[src/wcl_pkg.sv]
// Package: shared types and constants of the wheel command line parser.
`default_nettype none
package wcl_pkg;
	localparam int LINE_BUFFER_BYTES = 64;
	localparam int LEN_W = 7;
	localparam logic [LEN_W-1:0] LEN_LIMIT = LEN_W'(LINE_BUFFER_BYTES - 1);

	localparam logic [2:0] EV_TARGETS = 3'd0;
	localparam logic [2:0] EV_STOP = 3'd1;
	localparam logic [2:0] EV_QUERY = 3'd2;
	localparam logic [2:0] EV_BAD = 3'd3;
	localparam logic [2:0] EV_UNKNOWN = 3'd4;
	localparam logic [2:0] EV_OVERFLOW = 3'd5;

	localparam logic [3:0] PH_LEAD = 4'd0;
	localparam logic [3:0] PH_S = 4'd1;
	localparam logic [3:0] PH_Q = 4'd2;
	localparam logic [3:0] PH_UNK = 4'd3;
	localparam logic [3:0] PH_SEP = 4'd4;
	localparam logic [3:0] PH_WS = 4'd5;
	localparam logic [3:0] PH_SIGN = 4'd6;
	localparam logic [3:0] PH_DIG = 4'd7;
	localparam logic [3:0] PH_TRAIL = 4'd8;
	localparam logic [3:0] PH_BAD = 4'd9;

	localparam int QUEUE_DEPTH = 2;

	typedef struct packed {
		logic [2:0] kind;
		logic [15:0] t0;
		logic [15:0] t1;
		logic [15:0] t2;
		logic [15:0] t3;
	} event_t;
endpackage
`default_nettype wire

[src/wcl_front.sv]
// Front end: per-byte line parser that emits one event item per finished line.
`default_nettype none
module wcl_front (
	input  wire logic clk,
	input  wire logic arst_n,
	input  wire logic [7:0] rx_byte,
	input  wire logic take,
	input  wire logic [14:0] max_rpm,
	output wcl_pkg::event_t ev,
	output logic ev_valid
);
	logic [wcl_pkg::LEN_W-1:0] len_q;
	logic [3:0] phase_q;
	logic [2:0] widx_q;
	logic [15:0] acc_q;
	logic neg_q;
	logic ended_q;
	logic [15:0] tgt_q [4];

	logic is_eol, is_dig, is_sep, is_vtff, is_pm;
	logic [3:0] dval;
	logic [19:0] prod;
	logic [15:0] acc_sat, clamped, signed_mag;

	assign is_eol = (rx_byte == 8'd10) || (rx_byte == 8'd13);
	assign is_dig = (rx_byte >= 8'h30) && (rx_byte <= 8'h39);
	assign is_sep = (rx_byte == 8'h2c) || (rx_byte == 8'h20) || (rx_byte == 8'h09);
	assign is_vtff = (rx_byte == 8'd11) || (rx_byte == 8'd12);
	assign is_pm = (rx_byte == 8'h2b) || (rx_byte == 8'h2d);
	assign dval = rx_byte[3:0];
	// acc*10 + d, saturated at 16 bits
	assign prod = {1'b0, acc_q, 3'b000} + {3'b000, acc_q, 1'b0} + 20'(dval);
	assign acc_sat = (prod > 20'hFFFF) ? 16'hFFFF : prod[15:0];
	assign clamped = (acc_q > {1'b0, max_rpm}) ? {1'b0, max_rpm} : acc_q;
	assign signed_mag = neg_q ? (16'd0 - clamped) : clamped;

	logic [3:0] ph_n;
	logic [2:0] widx_n;
	logic [15:0] acc_n;
	logic neg_n, fin;

	// parse step for a non-terminator byte
	always_comb begin
		logic wait_sep;
		wait_sep = 1'b0;
		ph_n = phase_q;
		widx_n = widx_q;
		acc_n = acc_q;
		neg_n = neg_q;
		fin = 1'b0;
		unique case (phase_q)
			wcl_pkg::PH_LEAD: begin
				if (rx_byte == 8'h20 || rx_byte == 8'h09) ph_n = phase_q;
				else if (rx_byte == 8'h54 || rx_byte == 8'h74) ph_n = wcl_pkg::PH_SEP;
				else if (rx_byte == 8'h53 || rx_byte == 8'h73) ph_n = wcl_pkg::PH_S;
				else if (rx_byte == 8'h51 || rx_byte == 8'h71) ph_n = wcl_pkg::PH_Q;
				else ph_n = wcl_pkg::PH_UNK;
			end
			wcl_pkg::PH_S, wcl_pkg::PH_Q: ph_n = wcl_pkg::PH_UNK;
			wcl_pkg::PH_SEP: wait_sep = 1'b1;
			wcl_pkg::PH_WS: begin
				if (rx_byte == 8'h20 || rx_byte == 8'h09 || is_vtff) ph_n = phase_q;
				else if (is_pm || is_dig) begin
					ph_n = is_dig ? wcl_pkg::PH_DIG : wcl_pkg::PH_SIGN;
					neg_n = (rx_byte == 8'h2d);
					acc_n = {12'd0, dval};
				end else ph_n = wcl_pkg::PH_BAD;
			end
			wcl_pkg::PH_SIGN: begin
				if (is_dig) begin
					acc_n = {12'd0, dval};
					ph_n = wcl_pkg::PH_DIG;
				end else ph_n = wcl_pkg::PH_BAD;
			end
			wcl_pkg::PH_DIG: begin
				if (is_dig) acc_n = acc_sat;
				else begin
					fin = 1'b1;
					widx_n = widx_q + 3'd1;
					acc_n = '0;
					neg_n = 1'b0;
					wait_sep = 1'b1;
				end
			end
			wcl_pkg::PH_TRAIL: if (!is_sep) ph_n = wcl_pkg::PH_BAD;
			default: ph_n = phase_q;
		endcase
		if (wait_sep) begin
			if (widx_n >= 3'd4) ph_n = is_sep ? wcl_pkg::PH_TRAIL : wcl_pkg::PH_BAD;
			else if (is_sep) ph_n = wcl_pkg::PH_SEP;
			else if (is_vtff) ph_n = wcl_pkg::PH_WS;
			else if (is_pm || is_dig) begin
				ph_n = is_dig ? wcl_pkg::PH_DIG : wcl_pkg::PH_SIGN;
				neg_n = (rx_byte == 8'h2d);
				acc_n = {12'd0, dval};
			end else ph_n = wcl_pkg::PH_BAD;
		end
	end

	// event classification at end of line
	logic [2:0] eol_kind;
	always_comb begin
		unique case (phase_q)
			wcl_pkg::PH_S: eol_kind = wcl_pkg::EV_STOP;
			wcl_pkg::PH_Q: eol_kind = wcl_pkg::EV_QUERY;
			wcl_pkg::PH_LEAD, wcl_pkg::PH_UNK: eol_kind = wcl_pkg::EV_UNKNOWN;
			wcl_pkg::PH_DIG: eol_kind = (widx_q == 3'd3 || widx_q == 3'd7) ?
				wcl_pkg::EV_TARGETS : wcl_pkg::EV_BAD;
			wcl_pkg::PH_TRAIL: eol_kind = wcl_pkg::EV_TARGETS;
			default: eol_kind = wcl_pkg::EV_BAD;
		endcase
	end

	logic fire, over;
	assign over = !is_eol && (len_q >= wcl_pkg::LEN_LIMIT);
	assign fire = take && ((is_eol && len_q != '0) || over);

	// last number of the line lands in its slot as the event leaves
	logic [15:0] tg [4];
	always_comb begin
		for (int k = 0; k < 4; k++) tg[k] = tgt_q[k];
		if (phase_q == wcl_pkg::PH_DIG) tg[widx_q[1:0]] = signed_mag;
		ev.kind = over ? wcl_pkg::EV_OVERFLOW : eol_kind;
		ev.t0 = tg[0];
		ev.t1 = tg[1];
		ev.t2 = tg[2];
		ev.t3 = tg[3];
	end
	assign ev_valid = fire;

	always_ff @(posedge clk) begin
		if (take && !is_eol && !over && rx_byte != 8'd0 && !ended_q && fin)
			tgt_q[widx_q[1:0]] <= signed_mag;
	end

	always_ff @(posedge clk or negedge arst_n) begin
		if (!arst_n) begin
			len_q <= '0;
			phase_q <= wcl_pkg::PH_LEAD;
			widx_q <= '0;
			acc_q <= '0;
			neg_q <= 1'b0;
			ended_q <= 1'b0;
		end else if (take) begin
			if (is_eol || over) begin
				len_q <= '0;
				phase_q <= wcl_pkg::PH_LEAD;
				widx_q <= '0;
				acc_q <= '0;
				neg_q <= 1'b0;
				ended_q <= 1'b0;
			end else begin
				len_q <= len_q + 1'b1;
				if (rx_byte == 8'd0) ended_q <= 1'b1;
				else if (!ended_q) begin
					phase_q <= ph_n;
					widx_q <= widx_n;
					acc_q <= acc_n;
					neg_q <= neg_n;
				end
			end
		end
	end
endmodule
`default_nettype wire

[src/wcl_queue.sv]
// Short event queue between the parser and the result stage.
`default_nettype none
module wcl_queue (
	input  wire logic clk,
	input  wire logic arst_n,
	input  wire logic wr,
	input  wire wcl_pkg::event_t wdata,
	input  wire logic rd,
	output wcl_pkg::event_t rdata,
	output logic full,
	output logic empty
);
	wcl_pkg::event_t mem_q [wcl_pkg::QUEUE_DEPTH];
	logic wp_q, rp_q;
	logic [1:0] cnt_q;

	assign full = (cnt_q == 2'(wcl_pkg::QUEUE_DEPTH));
	assign empty = (cnt_q == 2'd0);
	assign rdata = mem_q[rp_q];

	always_ff @(posedge clk) begin
		if (wr) mem_q[wp_q] <= wdata;
	end

	always_ff @(posedge clk or negedge arst_n) begin
		if (!arst_n) begin
			wp_q <= 1'b0;
			rp_q <= 1'b0;
			cnt_q <= '0;
		end else begin
			if (wr) wp_q <= ~wp_q;
			if (rd) rp_q <= ~rp_q;
			cnt_q <= cnt_q + 2'(wr) - 2'(rd);
		end
	end
endmodule
`default_nettype wire

[src/wcl_back.sv]
// Back end: applies events to the remote flag and holds the result item.
`default_nettype none
module wcl_back (
	input  wire logic clk,
	input  wire logic arst_n,
	input  wire wcl_pkg::event_t ev,
	input  wire logic ev_empty,
	output logic ev_pop,
	input  wire logic pop,
	output logic empty,
	output logic [2:0] event_kind,
	output logic signed [15:0] target_front_left,
	output logic signed [15:0] target_front_right,
	output logic signed [15:0] target_rear_left,
	output logic signed [15:0] target_rear_right,
	output logic control_active
);
	logic full_q, active_q, act_n, tg;
	assign tg = (ev.kind == wcl_pkg::EV_TARGETS);
	assign ev_pop = !ev_empty && (!full_q || pop);
	assign empty = !full_q;
	assign act_n = tg ? 1'b1 : (ev.kind == wcl_pkg::EV_STOP) ? 1'b0 : active_q;

	always_ff @(posedge clk) begin
		if (ev_pop) begin
			event_kind <= ev.kind;
			target_front_left <= tg ? ev.t0 : '0;
			target_front_right <= tg ? ev.t1 : '0;
			target_rear_left <= tg ? ev.t2 : '0;
			target_rear_right <= tg ? ev.t3 : '0;
			control_active <= act_n;
		end
	end

	always_ff @(posedge clk or negedge arst_n) begin
		if (!arst_n) begin
			full_q <= 1'b0;
			active_q <= 1'b0;
		end else begin
			if (ev_pop) begin
				full_q <= 1'b1;
				active_q <= act_n;
			end else if (pop) full_q <= 1'b0;
		end
	end
endmodule
`default_nettype wire

[src/wheel_command_line_parser_top.sv]
// Top level of the wheel command line parser.
// Usage:
//  Input channel: drive rx_byte and raise push; the item is taken at a clock
//  edge where push is high and full is low. One byte per cycle is accepted.
//  Each byte updates the line parser at once; LF or CR finishing a non-empty
//  line (or any other byte after 63 bytes of it) makes one event item.
//  Result channel: while empty is low the oldest event sits on event_kind,
//  the four targets and control_active; pop takes it.
//  Path: the queue is written at the edge that takes the ending byte, and
//  the output register loads from the queue whenever that register is empty
//  or being popped, so the event reaches the result ports through both.
//  Throughput: one byte per cycle while full is low; the parser update
//  with its times-ten accumulate is combinational. A two-entry queue sits
//  ahead of the output register: full only rises with three events unpopped.
//  Stalls: with pop low the output register holds; the queue absorbs two more
//  events, then full goes high and bytes are refused.
//  Reset (arst_n low): line state cleared, queue and output emptied, the
//  remote flag cleared (not the control_active register), max_rpm back to
//  300. Target slots are not reset; each is written before a line reports it.
//  max_rpm is written by cfg_we/cfg_data and should only change while idle.
`default_nettype none
module wheel_command_line_parser_top (
	input  wire logic clk,
	input  wire logic arst_n,
	input  wire logic push,
	output logic full,
	input  wire logic [7:0] rx_byte,
	input  wire logic cfg_we,
	input  wire logic [14:0] cfg_data,
	input  wire logic pop,
	output logic empty,
	output logic [2:0] event_kind,
	output logic signed [15:0] target_front_left,
	output logic signed [15:0] target_front_right,
	output logic signed [15:0] target_rear_left,
	output logic signed [15:0] target_rear_right,
	output logic control_active
);
	logic [14:0] max_rpm_q;
	always_ff @(posedge clk or negedge arst_n) begin
		if (!arst_n) max_rpm_q <= 15'd300;
		else if (cfg_we) max_rpm_q <= cfg_data;
	end

	wcl_pkg::event_t fev, qev;
	logic fvalid, take, qempty, qpop;
	assign take = push && !full;

	wcl_front u_front (
		.clk(clk), .arst_n(arst_n), .rx_byte(rx_byte), .take(take),
		.max_rpm(max_rpm_q), .ev(fev), .ev_valid(fvalid)
	);

	wcl_queue u_queue (
		.clk(clk), .arst_n(arst_n), .wr(fvalid), .wdata(fev), .rd(qpop),
		.rdata(qev), .full(full), .empty(qempty)
	);

	wcl_back u_back (
		.clk(clk), .arst_n(arst_n), .ev(qev), .ev_empty(qempty), .ev_pop(qpop),
		.pop(pop), .empty(empty), .event_kind(event_kind),
		.target_front_left(target_front_left),
		.target_front_right(target_front_right),
		.target_rear_left(target_rear_left),
		.target_rear_right(target_rear_right),
		.control_active(control_active)
	);

	// a target event always leaves control active
	assert property (@(posedge clk) disable iff (!arst_n)
		(!empty && event_kind == wcl_pkg::EV_TARGETS) |-> control_active)
		else $error("targets without control_active");
	// stop always clears it
	assert property (@(posedge clk) disable iff (!arst_n)
		(!empty && event_kind == wcl_pkg::EV_STOP) |-> !control_active)
		else $error("stop left control_active");
	// non-target events carry zero targets
	assert property (@(posedge clk) disable iff (!arst_n)
		(!empty && event_kind != wcl_pkg::EV_TARGETS) |->
		(target_front_left == 16'sd0 && target_rear_right == 16'sd0))
		else $error("stray targets");
	// a held result stays put while not popped
	assert property (@(posedge clk) disable iff (!arst_n)
		(!empty && !pop) |=> (!empty && $stable(event_kind)))
		else $error("result changed under stall");
endmodule
`default_nettype wire
[config.mk]
export PLATFORM = sky130hd
export DESIGN_NAME = wheel_command_line_parser_top
export DESIGN_NICKNAME = d
export VERILOG_FILES = /design/src/wcl_pkg.sv /design/src/wcl_front.sv /design/src/wcl_queue.sv /design/src/wcl_back.sv /design/src/wheel_command_line_parser_top.sv
export SDC_FILE = /design/constraint.sdc
export NUM_CORES = 1
export LEC_CHECK = 0
export BUFFER_PORTS_ARGS = -buffer_cell sky130_fd_sc_hd__buf_2
export CAP_MARGIN = 20
export CORE_ASPECT_RATIO = 0.75
export CORE_MARGIN = 2
export CORE_UTILIZATION = 35
export DETAILED_ROUTE_END_ITERATION = 8
export PLACE_DENSITY = 0.51
export SKIP_LAST_GASP = 1
export SLEW_MARGIN = 40
export SYNTH_ARGS = -nofsm -noshare
export SYNTH_HDL_FRONTEND = slang
export SYNTH_SLANG_ARGS = --single-unit
[constraint.sdc]
create_clock -name clk -period 4.9 [get_ports clk]
set_input_delay 0.49 -clock clk [delete_from_list [all_inputs] [get_ports clk]]
set_output_delay 0.49 -clock clk [all_outputs]
set_load 0.05 [all_outputs]
# == After elaboration in Yosys (flattened, before gate mapping) ==
# Memories as Yosys holds them, arrays and structs flattened.
# Index checks and enable logic that the tools add are counted.
# W data, S select, Z words.
# word_totals
elab_cells,189
ram_bits,198
out_inout_bits,70
input_bits,28
reg_bits,121
mem_count,2
# classes
bitwise,3
add_sub_neg,7
n_eq_ne,32
reduce_logical,47
magnitude_cmp,8
mux,72
# memory_table
memory,depth,width,rd,rd_ports_with_merged_regs,wr,line,rtl
u_queue.mem_q,2,67,1,0,1,wcl_queue.sv:13,wcl_pkg::event_t mem_q [wcl_pkg::QUEUE_DEPTH];
u_front.tgt_q,4,16,4,0,1,wcl_front.sv:18,logic [15:0] tgt_q [4];
# op_table
operator,n
$mux W16,16
$bwmux W64,1
$mux W64,1
$mux W4,14
$eq A8 B7 Y1 const B,6
$pmux W16 S3,1
$eq A8 B4 Y1 const B,5
$demux W16 S2,1
$eq A8 B6 Y1 const B,4
$mux W1,26
$add A19 B17 Y20,1
$add A20 B4 Y20,1
$gt A20 B16 Y1 const B,1
$pmux W4 S5,1
$mux W3,6
$eq A4 B3 Y1 const B,4
$gt A16 B15 Y1,1
$sub A1 B16 Y16 const A,1
$logic_or A1 B1 Y1,15
$pmux W3 S5,1
$reduce_bool A7 Y1,2
$logic_and A1 B1 Y1,12
$ne A4 B4 Y1 const B,3
$eq A4 B2 Y1 const B,2
33 further kinds,43

# == Depth between registers and ports, before layout ==
# Gate-level depths: netlist of the first run.
# logic_depth
word_depth,14
depth_mapped,16
depth_no_buf,16

# == By module ==
# From an unflattened synthesis of the first run, not the netlist that was laid out.
# hier_totals
cells_unflattened,1143
area_unflattened_um2,15773.9
# modules_own_cells
module,area_per_inst_um2,instances,seq_area_each_um2,cells_each
wcl_front,7354.6,1,2722.6,737
wcl_queue,5122.4,1,4124.0,224
wcl_back,2672.6,1,2092.0,149
wheel_command_line_parser_top,624.3,1,380.4,33

# == Worst setup path after synthesis of the first run ==
# No wires, ideal clock.
# synth_path
path_kind,input-to-reg
from,input port rx_byte[3]
to,"memory u_queue.mem_q[0][0] in the netlist's numbering, enable pin"
cell_stages,6
path_slack_ps,-351
required_time_ps,4400
n_path_buf,1
setup_ps,500
arrival_ps,4751
cell_sequence,clkbuf_1 nor2b_1 o211a_1 nor2_1 a311oi_1 nor2b_1
# synth_via
elab_chain_len,8
elab_cells_between_ends,10
classes_between,eq/ne: 2; mux: 2; reduce/logical: 6
# synth_lines
element,line,rtl
"start, declared",wheel_command_line_parser_top.sv:27,"input wire logic [7:0] rx_byte,"
$eq A8 B4 Y1,wcl_front.sv:25,assign is_eol = (rx_byte == 8'd10) || (rx_byte == 8'd13);
$logic_or A1 B1 Y1 (*),wcl_front.sv:25,
$logic_not A1 Y1,wcl_front.sv:115,assign over = !is_eol && (len_q >= wcl_pkg::LEN_LIMIT);
$logic_and A1 B1 Y1,wcl_front.sv:115,
$logic_or A1 B1 Y1 (*),wcl_front.sv:116,assign fire = take && ((is_eol && len_q != '0) || over);
$logic_and A1 B1 Y1 (*),wcl_front.sv:116,
net fvalid,wheel_command_line_parser_top.sv:46,"logic fvalid, take, qempty, qpop;"
$mux W1 (*),wcl_queue.sv:22,if (wr) mem_q[wp_q] <= wdata;
$mux W1 (not written as such) (*),wcl_queue.sv:22,
"end, declared",wcl_queue.sv:13,
# The timed path passes the listed nets; every way through them passes the cells marked *.

==> results.toml, run 1 <==
[outcome]
status = "completed"

[synthesis]
yosysSeqAreaShare_pct = 61.3
async_flop_share_pct = 16.6
synthesis.area_um2 = 15200
yosysWarningCount = 0
synth_ff_type = "edfxtp_1"
yosys.area_share.simple_pct = 11.5
synth_cell_types = 74
synth.area.mux_share_pct = 6.23
synth_edf_count = 266
synthAdderAreaFrac_pct = 4.95
synthXorXnorAreaFrac_pct = 2.02
synthTopCellsByArea = "edfxtp_1 53%, dfrtp_1 8.1%, mux2i_1 4.9%"
synth.top_cell.area_share_pct = 52.5
synth_compound_area_share_pct = 11.4
synth_area_per_cell_um2 = 12.0
synth_top_family_by_area = "simple AND/OR/NAND/NOR gates"
synth_seq_cells = 319
synth_fp_nets = 1352
synth_top_area_cell = "edfxtp_1"
syn_inst = 1265

[placed_design]
dpl.hpwl_um = 26400
gp_congestion = 0.861
portBuffers = 97

[sta]
report.final.slew_viol_count = 0
fin_skew_ns = 0.0219
rsz0062_at_grt = "no"
setup_violations = 0
hold_ws_ns = 0.0929
finalCritPeriodShare_pct = 89.4
period_minus_slack_ns = 4.38
tns_ns = 0
hold_violations = 0
relSlewSlack_pct = 43.2
max_freq_ghz = 0.228
tightest_slew_ns = 0.843

[cts]
holdBufCountCts = 0
htree_levels = 2
clkTransAtPathRegs_ns = 0.06
cts_root_buffer = "clkbuf_16"
cts_tree = "built"
cts_resized = 0
cts-buffers-inserted = 34
clk_path_buf_depth = 3
clk_latency_ns = 0.53
postCtsSetupBuffers = 0
numClockSinks = 319

[floorplan]
die_height_um = 185
pin_count = 98
die_width_um = 245
start_util_pct = 35.3
core_um2 = 43100
dieArea_um2 = 45200
row_count = 66

[final_layout]
n_antenna_cell = 0
drive_gt1_share_pct = 15.4
final_nets = 1446
areaGrowthSynthToFinish_pct = 15.4
regArea_um2 = 9320
multi_input_area_um2 = 5550
fillers = 4104

[global_routing]
antenna_found_initial = 0
grt_pass1_vias = 9960
grt_overflow = 0
grt_pass1_wl_um = 60300
grt_max_degree = 68
grt.total_usage_pct = 17.3

[critical_path]
cp_max_fo = 11
r2r_slack_ns = 0.52
rr_worst_depth = 14
required_ns = 5.13
timing.rr.end = "u_queue.mem_q[1][6]"
cp-end-kind = "register"
cp-start-kind = "register"
crit_type = "reg -> reg"
arrival_ns = 4.61
r2r_start = "u_front.acc_q[13]"

[power]
p_leak_nw = 6.88
ir_worst_vdd_mv = 0.289
powerDensity_nw_per_um2 = 483

[detailed_routing]
routedWlPerCell_um = 19.7
finalWirelength_um = 38600
first_iter_violations = 741
postRouteAntennaNets = 0
firstDrtPassIters = 5
drc = 0
num_vias = 10100
vias_per_cell = 5.17

[worst_hold_path]
worst_hold_path_type = "in -> async"

[flow_run]
max_cap_violations = 0
cell usage after synthesis, types with 5 or more instances:
library cell and number:
o211ai_1 17, o21ai_1 15, nor3_1 17, a21oi_1 47, and4_1 5, clkbuf_1 50, a221o_1 5, nor2b_1 12
mux2_2 13, a31oi_1 8, edfxtp_1 266, a21o_1 11, ha_1 57, inv_1 42, and2_1 15, xor2_1 13
xnor2_1 22, o21ai_0 103, dfrtp_1 49, nor2_1 126, buf_1 7, o31ai_1 15, nand2_1 128, nand2b_1 11
mux2i_1 74, a211oi_1 7, nand4_1 13, nand3_1 17
cell families (layout without fill, tap and decap cells):
family / count (synthesis) / after routing
fa+ha+maj: 59 / 59
xor+xnor: 35 / 35
compound gates: 280 / 280
simple gates: 378 / 378
mux: 91 / 91
flops: 319 / 319
buf+inv: 103 / 220
where the power goes:
| part | switching, W | total (W) | internal, W |
|---|---|---|---|
| Combinational | 0.00165 | 0.00228 | 0.000634 |
| Sequential | 0.000259 | 0.00359 | 0.00333 |
| Clock | 0.00106 | 0.00262 | 0.00156 |
| Total | 0.00297 | 0.00849 | 0.00552 |
worst max-delay path, stage by stage (launching register included):
cell	delay, ns
dfrtp_1	0.47
ha_1	0.34
nand4b_1	0.23
nor4_2	0.49
and4_1	0.52
nor2_2	0.16
a21oi_1	0.17
buf_4	0.15
ha_1	0.30
inv_1	0.16
o31ai_1	0.31
xor2_1	0.17
nor2_1	0.05
a21oi_1	0.34
o21ai_0	0.21
metal layers:
layer  wire length (um)  GRT usage, %  vias to the layer above
met3               2090          3.36                       43
met4                692          4.32                        0
met2              16200          25.1                      262
met1              19700          26.4                     4953
li1                   -             -                     4876
met5                  0             0                        -
area by class of cell:
type                            count  area share (%)
Clock buffer                       39            5.01
Clock inverter                     20            1.38
Inverter                           43           0.919
Multi-Input combinational cell    843            31.6
Sequential cell                   319            53.1
Tap cell                          578            4.12
Timing Repair Buffer              118            3.88
worst max-delay path by stage:
stage                                 endpoint  slack, ns  depth (start not counted)               from
after global placement     u_queue.mem_q[0][6]       0.62                         14  u_front.acc_q[13]
after floorplan            u_queue.mem_q[0][0]       0.91                          6         rx_byte[3]
after detailed placement  u_queue.mem_q[1][54]       0.58                         14  u_front.acc_q[13]
after global routing       u_queue.mem_q[0][6]       0.11                         14  u_front.acc_q[13]
final                      u_queue.mem_q[1][6]       0.52                         14  u_front.acc_q[13]
after CTS                 u_queue.mem_q[1][54]       0.56                         14  u_front.acc_q[13]
registers in the layout, summed over array words and instances (netlist names):
register and count:
u_queue.rp_q 1, u_back.target_front_right 16, u_front.ended_q 1, u_back.active_q 1
u_front.phase_q 4, u_back.target_rear_right 16, u_front.widx_q 3, u_back.control_active 1
u_front.neg_q 1, u_front.acc_q 16, u_back.target_front_left 16, max_rpm_q 15
u_front.tgt_q 64, u_back.target_rear_left 16, u_queue.wp_q 1, u_queue.cnt_q 2
u_back.event_kind 3, u_back.full_q 1, u_queue.mem_q 134, u_front.len_q 7
layout by cell type (no fill, tap or decap), types with 4 or more instances in the layout:
master / n
dfrtp_1: 48
nand3_1: 17
o211ai_1: 17
xor2_1: 13
a21o_1: 11
a221o_1: 5
clkinv_2: 10
ha_1: 57
mux2i_1: 74
buf_2: 97
inv_1: 42
o21ai_1: 15
nor3_1: 17
a2111oi_0: 4
a21oi_1: 46
mux2_2: 13
clkbuf_1: 4
a211oi_1: 7
xnor2_1: 21
a22o_1: 4
o21ai_0: 103
nand2_1: 125
a22oi_1: 4
bufinv_16: 5
or4_1: 4
dfstp_2: 4
mux2_4: 4
edfxtp_1: 266
buf_4: 18
o21a_1: 4
a31oi_1: 8
nand2b_1: 11
nand4_1: 13
nor2_1: 126
and4_1: 5
and2_1: 14
o31ai_1: 15
a221oi_1: 4
nor2b_1: 11
clkbuf_16: 34
stage by stage:
| stage | total power, W | utilization (%) | area, um^2 | setup slack [ns] | instances |
|---|---|---|---|---|---|
| detailed placement | 0.00594 | 38.1 | 16400 | 0.579 | 1901 |
| CTS | 0.00858 | 40.7 | 17500 | 0.557 | 1960 |
| floorplan | 0.00532 | - | 15200 | 0.909 | 1265 |
| global placement | 0.00594 | 38.1 | 16400 | 0.617 | 1901 |
| finish | 0.00849 | 40.7 | 17600 | 0.518 | 1960 |
| global route | 0.00891 | 40.7 | 17600 | 0.106 | 1960 |
Note: power is estimated with default switching activity, not from simulation.
==> inputs of run 2 (changes only) <==
--- a/config.mk
+++ b/config.mk
@@ -7,7 +7,7 @@
 export LEC_CHECK = 0
 export BUFFER_PORTS_ARGS = -buffer_cell sky130_fd_sc_hd__buf_2
 export CAP_MARGIN = 20
-export CORE_ASPECT_RATIO = 0.75
+export CORE_ASPECT_RATIO = 2
 export CORE_MARGIN = 2
 export CORE_UTILIZATION = 35
 export DETAILED_ROUTE_END_ITERATION = 8
==> results.toml, run 2 (synthesized netlist as in run 1, its figures left out) <==
[cts]
clk_path_buf_depth = 3
cts-buffers-inserted = 30
holdBufCountCts = 0
clkTransAtPathRegs_ns = 0.07
clk_latency_ns = 0.58
numClockSinks = 319
cts_tree = "built"
cts_resized = 0
postCtsSetupBuffers = 0
cts_root_buffer = "clkbuf_16"
htree_levels = 1

[power]
p_leak_nw = 6.81
powerDensity_nw_per_um2 = 475
ir_worst_vdd_mv = 0.373

[detailed_routing]
postRouteAntennaNets = 0
firstDrtPassIters = 5
first_iter_violations = 759
vias_per_cell = 5.30
finalWirelength_um = 37700
routedWlPerCell_um = 19.5
drc = 0
num_vias = 10200

[critical_path]
cp_max_fo = 11
arrival_ns = 4.59
crit_type = "reg -> reg"
required_ns = 5.19
cp-end-kind = "register"
cp-start-kind = "register"

[sta]
tns_ns = 0
relSlewSlack_pct = 42.4
fin_skew_ns = 0.0144
setup_violations = 0
period_minus_slack_ns = 4.30
max_freq_ghz = 0.233
hold_violations = 47
hold_ws_ns = -0.0427
report.final.slew_viol_count = 0
finalCritPeriodShare_pct = 87.7
tightest_slew_ns = 0.840
rsz0062_at_grt = "no"

[global_routing]
antenna_found_initial = 0
grt_pass1_vias = 10500
grt_pass1_wl_um = 59700
grt_overflow = 0
grt_max_degree = 72
grt.total_usage_pct = 17.0

[placed_design]
portBuffers = 97
gp_congestion = 0.880
dpl.hpwl_um = 26000

[final_layout]
largest_reg_flops = 134
n_antenna_cell = 0
drive_gt1_share_pct = 14.6
areaGrowthSynthToFinish_pct = 14.5
fin_util_pct = 40.4
regMostFlops = "u_queue.mem_q"
mostFrequentLayoutCells = "266 x edfxtp_1, 126 x nor2_1, 124 x nand2_1"
final_nets = 1443
layout_commonest_cell = "edfxtp_1"

[floorplan]
die_height_um = 299
start_util_pct = 35.3
pin_count = 98
row_count = 108
die_width_um = 151
core_um2 = 43100
dieArea_um2 = 45200

[outcome]
status = "finished with violations"
violations = "negative hold slack"

[worst_hold_path]
worst_hold_path_type = "in -> async"

[flow_run]
max_cap_violations = 0
## run 2: metal layers
metal / global-route usage, % / share of wire (%) / vias up
li1: - / - / 4864
met1: 21.7 / 42 / 5006
met2: 29.7 / 51 / 292
met3: 1.91 / 4.3 / 59
met4: 5.38 / 2.9 / 0
met5: 0 / 0 / -
## run 2: final cells by class
type                    count  area [um^2]
clock buffers              44          803
multi-input cells         843         5550
fillers                  4100        25700
flip-flops and latches    319         9320
repair buffers            119          687
inverters                  43          161
well taps                 550          688
clock inverters            12          206
## run 2: worst max-delay path, cell delays in order (launching register included)
cell and delay (ns):
dfrtp_1 0.41, inv_1 0.09, ha_1 0.30, nand4b_1 0.21, nor4_2 0.50, and4_1 0.51, nor2_2 0.17, a21oi_1 0.17
buf_4 0.16, ha_1 0.23, inv_1 0.12, o31ai_1 0.28, xor2_1 0.19, nor2_1 0.05, a21oi_1 0.39, o21ai_0 0.21
## run 2: metrics by stage
stage | instances | setup slack [ns] | power (W) | instance area [um^2] | hold slack, ns
2_1_floorplan | 1265 | 0.909 | 0.00532 | 15200 | 0.194
3_3_place_gp | 1874 | 0.766 | 0.00591 | 16400 | 0.479
3_5_place_dp | 1874 | 0.732 | 0.00594 | 16400 | 0.485
4_1_cts | 1930 | 0.692 | 0.00837 | 17400 | 0.0729
5_1_grt | 1930 | 0.273 | 0.00868 | 17400 | 0.00538
6_report | 1930 | 0.602 | 0.00827 | 17400 | -0.0427
## run 2: path summary, 6_finish.rpt
path	from	endpoint	slack, ns	cells after the start
worst max-delay path	max_rpm_q[13]	u_queue.mem_q[1][6]	0.60	15
worst min-delay path	arst_n	u_front.phase_q[2]	-0.04	2
worst max register to register	max_rpm_q[13]	u_queue.mem_q[1][6]	0.60	15
worst min register to register	u_queue.cnt_q[1]	u_queue.cnt_q[1]	0.50	1
max in group asynchronous	arst_n	u_queue.rp_q	4.52	2
min in group clk	cfg_data[13]	max_rpm_q[13]	0.14	3
## run 2: power breakdown
part | switching [W] | internal [W] | total [W]
logic | 0.00167 | 0.000642 | 0.00231
clock network | 0.00100 | 0.00140 | 0.00241
registers | 0.000216 | 0.00333 | 0.00355
total | 0.00289 | 0.00537 | 0.00827
==> inputs of run 3 (changes only) <==
--- a/config.mk
+++ b/config.mk
@@ -10,6 +10,7 @@
 export CORE_ASPECT_RATIO = 2
 export CORE_MARGIN = 2
 export CORE_UTILIZATION = 35
+export CTS_BUF_LIST = sky130_fd_sc_hd__clkbuf_4
 export DETAILED_ROUTE_END_ITERATION = 8
 export PLACE_DENSITY = 0.51
 export SKIP_LAST_GASP = 1
==> results.toml, run 3 (synthesized netlist as in run 1, its figures left out) <==
[floorplan]
core_um2 = 43100
row_count = 108
pin_count = 98
die_width_um = 151
start_util_pct = 35.3
die_height_um = 299
dieArea_um2 = 45200

[placed_design]
dpl.hpwl_um = 26000
dp_slack_ns = 0.732
gp_congestion = 0.880
portBuffers = 97

[global_routing]
grt_max_degree = 72
antenna_found_initial = 2
grt_pass1_vias = 10900
grt_pass1_wl_um = 60200
grt_overflow = 0
grt.total_usage_pct = 17.2

[sta]
report.final.slew_viol_count = 0
max_freq_ghz = 0.235
hold_violations = 0
rsz0062_at_grt = "no"
tightest_slew_ns = 0.815
setup_violations = 0
setup_ws_ns = 0.648
hold_ws_ns = 0.0526
period_minus_slack_ns = 4.25
tns_ns = 0
finalCritPeriodShare_pct = 86.8
relSlewSlack_pct = 44.1
fin_skew_ns = 0.0453

[critical_path]
cp-end-kind = "register"
r2r_slack_ns = 0.65
cp_slowest_cell = "and4_1"
cp-start-kind = "register"
arrival_ns = 4.67
slowest_delay_ns = 0.50
worstPathCellList = "inv_1, ha_1, nand4b_1, nor4_2, and4_1, nor2_2, a21oi_1, buf_4, ha_1, inv_1, o31ai_1, xor2_1, nor2_1, a21oi_1, o21ai_0"
cp_max_fo = 11
required_ns = 5.31
crit_type = "reg -> reg"

[power]
combPwrFrac_pct = 28.9
powerDensity_nw_per_um2 = 459
ir_worst_vdd_mv = 0.333
p_sw_w = 0.00292
p_leak_nw = 6.95
p_clk_share_pct = 27.0
p_seq_share_pct = 44.1
p_sw_share_pct = 36.3
internal-power_w = 0.00511

[final_layout]
drive_gt1_share_pct = 19.1
multi_input_area_um2 = 5550
final_nets = 1498
areaGrowthSynthToFinish_pct = 15.0
layout_commonest_cell = "edfxtp_1"
largest_reg_flops = 134
mostFrequentLayoutCells = "266 x edfxtp_1, 126 x nor2_1, 124 x nand2_1"
regArea_um2 = 9320
regMostFlops = "u_queue.mem_q"
fillers = 4191

[cts]
clk_path_buf_depth = 3
htree_levels = 3
numClockSinks = 319
cts-buffers-inserted = 75
clk_latency_ns = 0.74
cts_tree = "built"
cts_root_buffer = "clkbuf_4"
cts_resized = 0
clkTransAtPathRegs_ns = 0.07

[detailed_routing]
num_vias = 10500
first_iter_violations = 770
routedWlPerCell_um = 18.8
firstDrtPassIters = 5
finalWirelength_um = 37900
drc = 0
vias_per_cell = 5.21
postRouteAntennaNets = 0

[worst_hold_path]
worst_hold_path_type = "in -> reg"

[flow_run]
max_cap_violations = 0

[outcome]
status = "completed"
## run 3: worst max-delay path, delay by kind of cell (launching register included)
kind	cells	cell delay [ns]
flops	1	0.40
compound gates	4	1.05
xor+xnor	1	0.19
fa+ha+maj	2	0.53
simple gates	5	1.41
buf+inv	3	0.37
## run 3: power by group through the flow
stage / registers, W / logic [W] / clock network (W)
6_report: 0.00354 / 0.00232 / 0.00217
5_1_grt: 0.00359 / 0.00251 / 0.00238
2_1_floorplan: 0.00425 / 0.00107 / 0
3_3_place_gp: 0.00359 / 0.00232 / 0
4_1_cts: 0.00355 / 0.00235 / 0.00225
3_5_place_dp: 0.00360 / 0.00234 / 0
## run 3: cell type report
cell class                 count  area share, %
antenna                        2         0.0286
clock buffer                 109           4.68
clock inverter                26          0.951
inverter                      43          0.923
multi-input combinational    843           31.7
sequential                   319           53.3
tap                          550           3.93
timing repair buffer         129           4.50
## run 3: metal layers
metal,GRT usage [%],routed length (um)
met1,21.1,15500
met3,2.89,1910
met2,29.8,19300
met5,0,0
met4,6.88,1210
## run 3: path summary, 6_finish.rpt
check	startpoint	to	cells after the start
max	max_rpm_q[13]	u_queue.mem_q[1][6]	15
min	cfg_data[1]	max_rpm_q[1]	3
max reg2reg	max_rpm_q[13]	u_queue.mem_q[1][6]	15
min reg2reg	u_queue.cnt_q[1]	u_queue.cnt_q[1]	1
max in group asynchronous	arst_n	u_queue.rp_q	3
min in group asynchronous	arst_n	u_front.phase_q[2]	3
## run 3: metrics by stage
stage / util [%] / total power, W / cell area [um^2] / cells
5_1_grt: 40.6 / 0.00848 / 17500 / 2021
4_1_cts: 40.5 / 0.00815 / 17500 / 2019
6_report: 40.6 / 0.00803 / 17500 / 2021
2_1_floorplan: - / 0.00532 / 15200 / 1265
3_5_place_dp: 38.0 / 0.00594 / 16400 / 1874
3_3_place_gp: 38.0 / 0.00591 / 16400 / 1874
## run 3: what timing repair did
| action | 4_1_cts | 5_1_grt |
|---|---|---|
| buffers inserted | 0 | 0 |
| hold endpoints to repair | 58 | 0 |
| hold buffers | 10 | 0 |
| setup endpoints to repair | 0 | 0 |
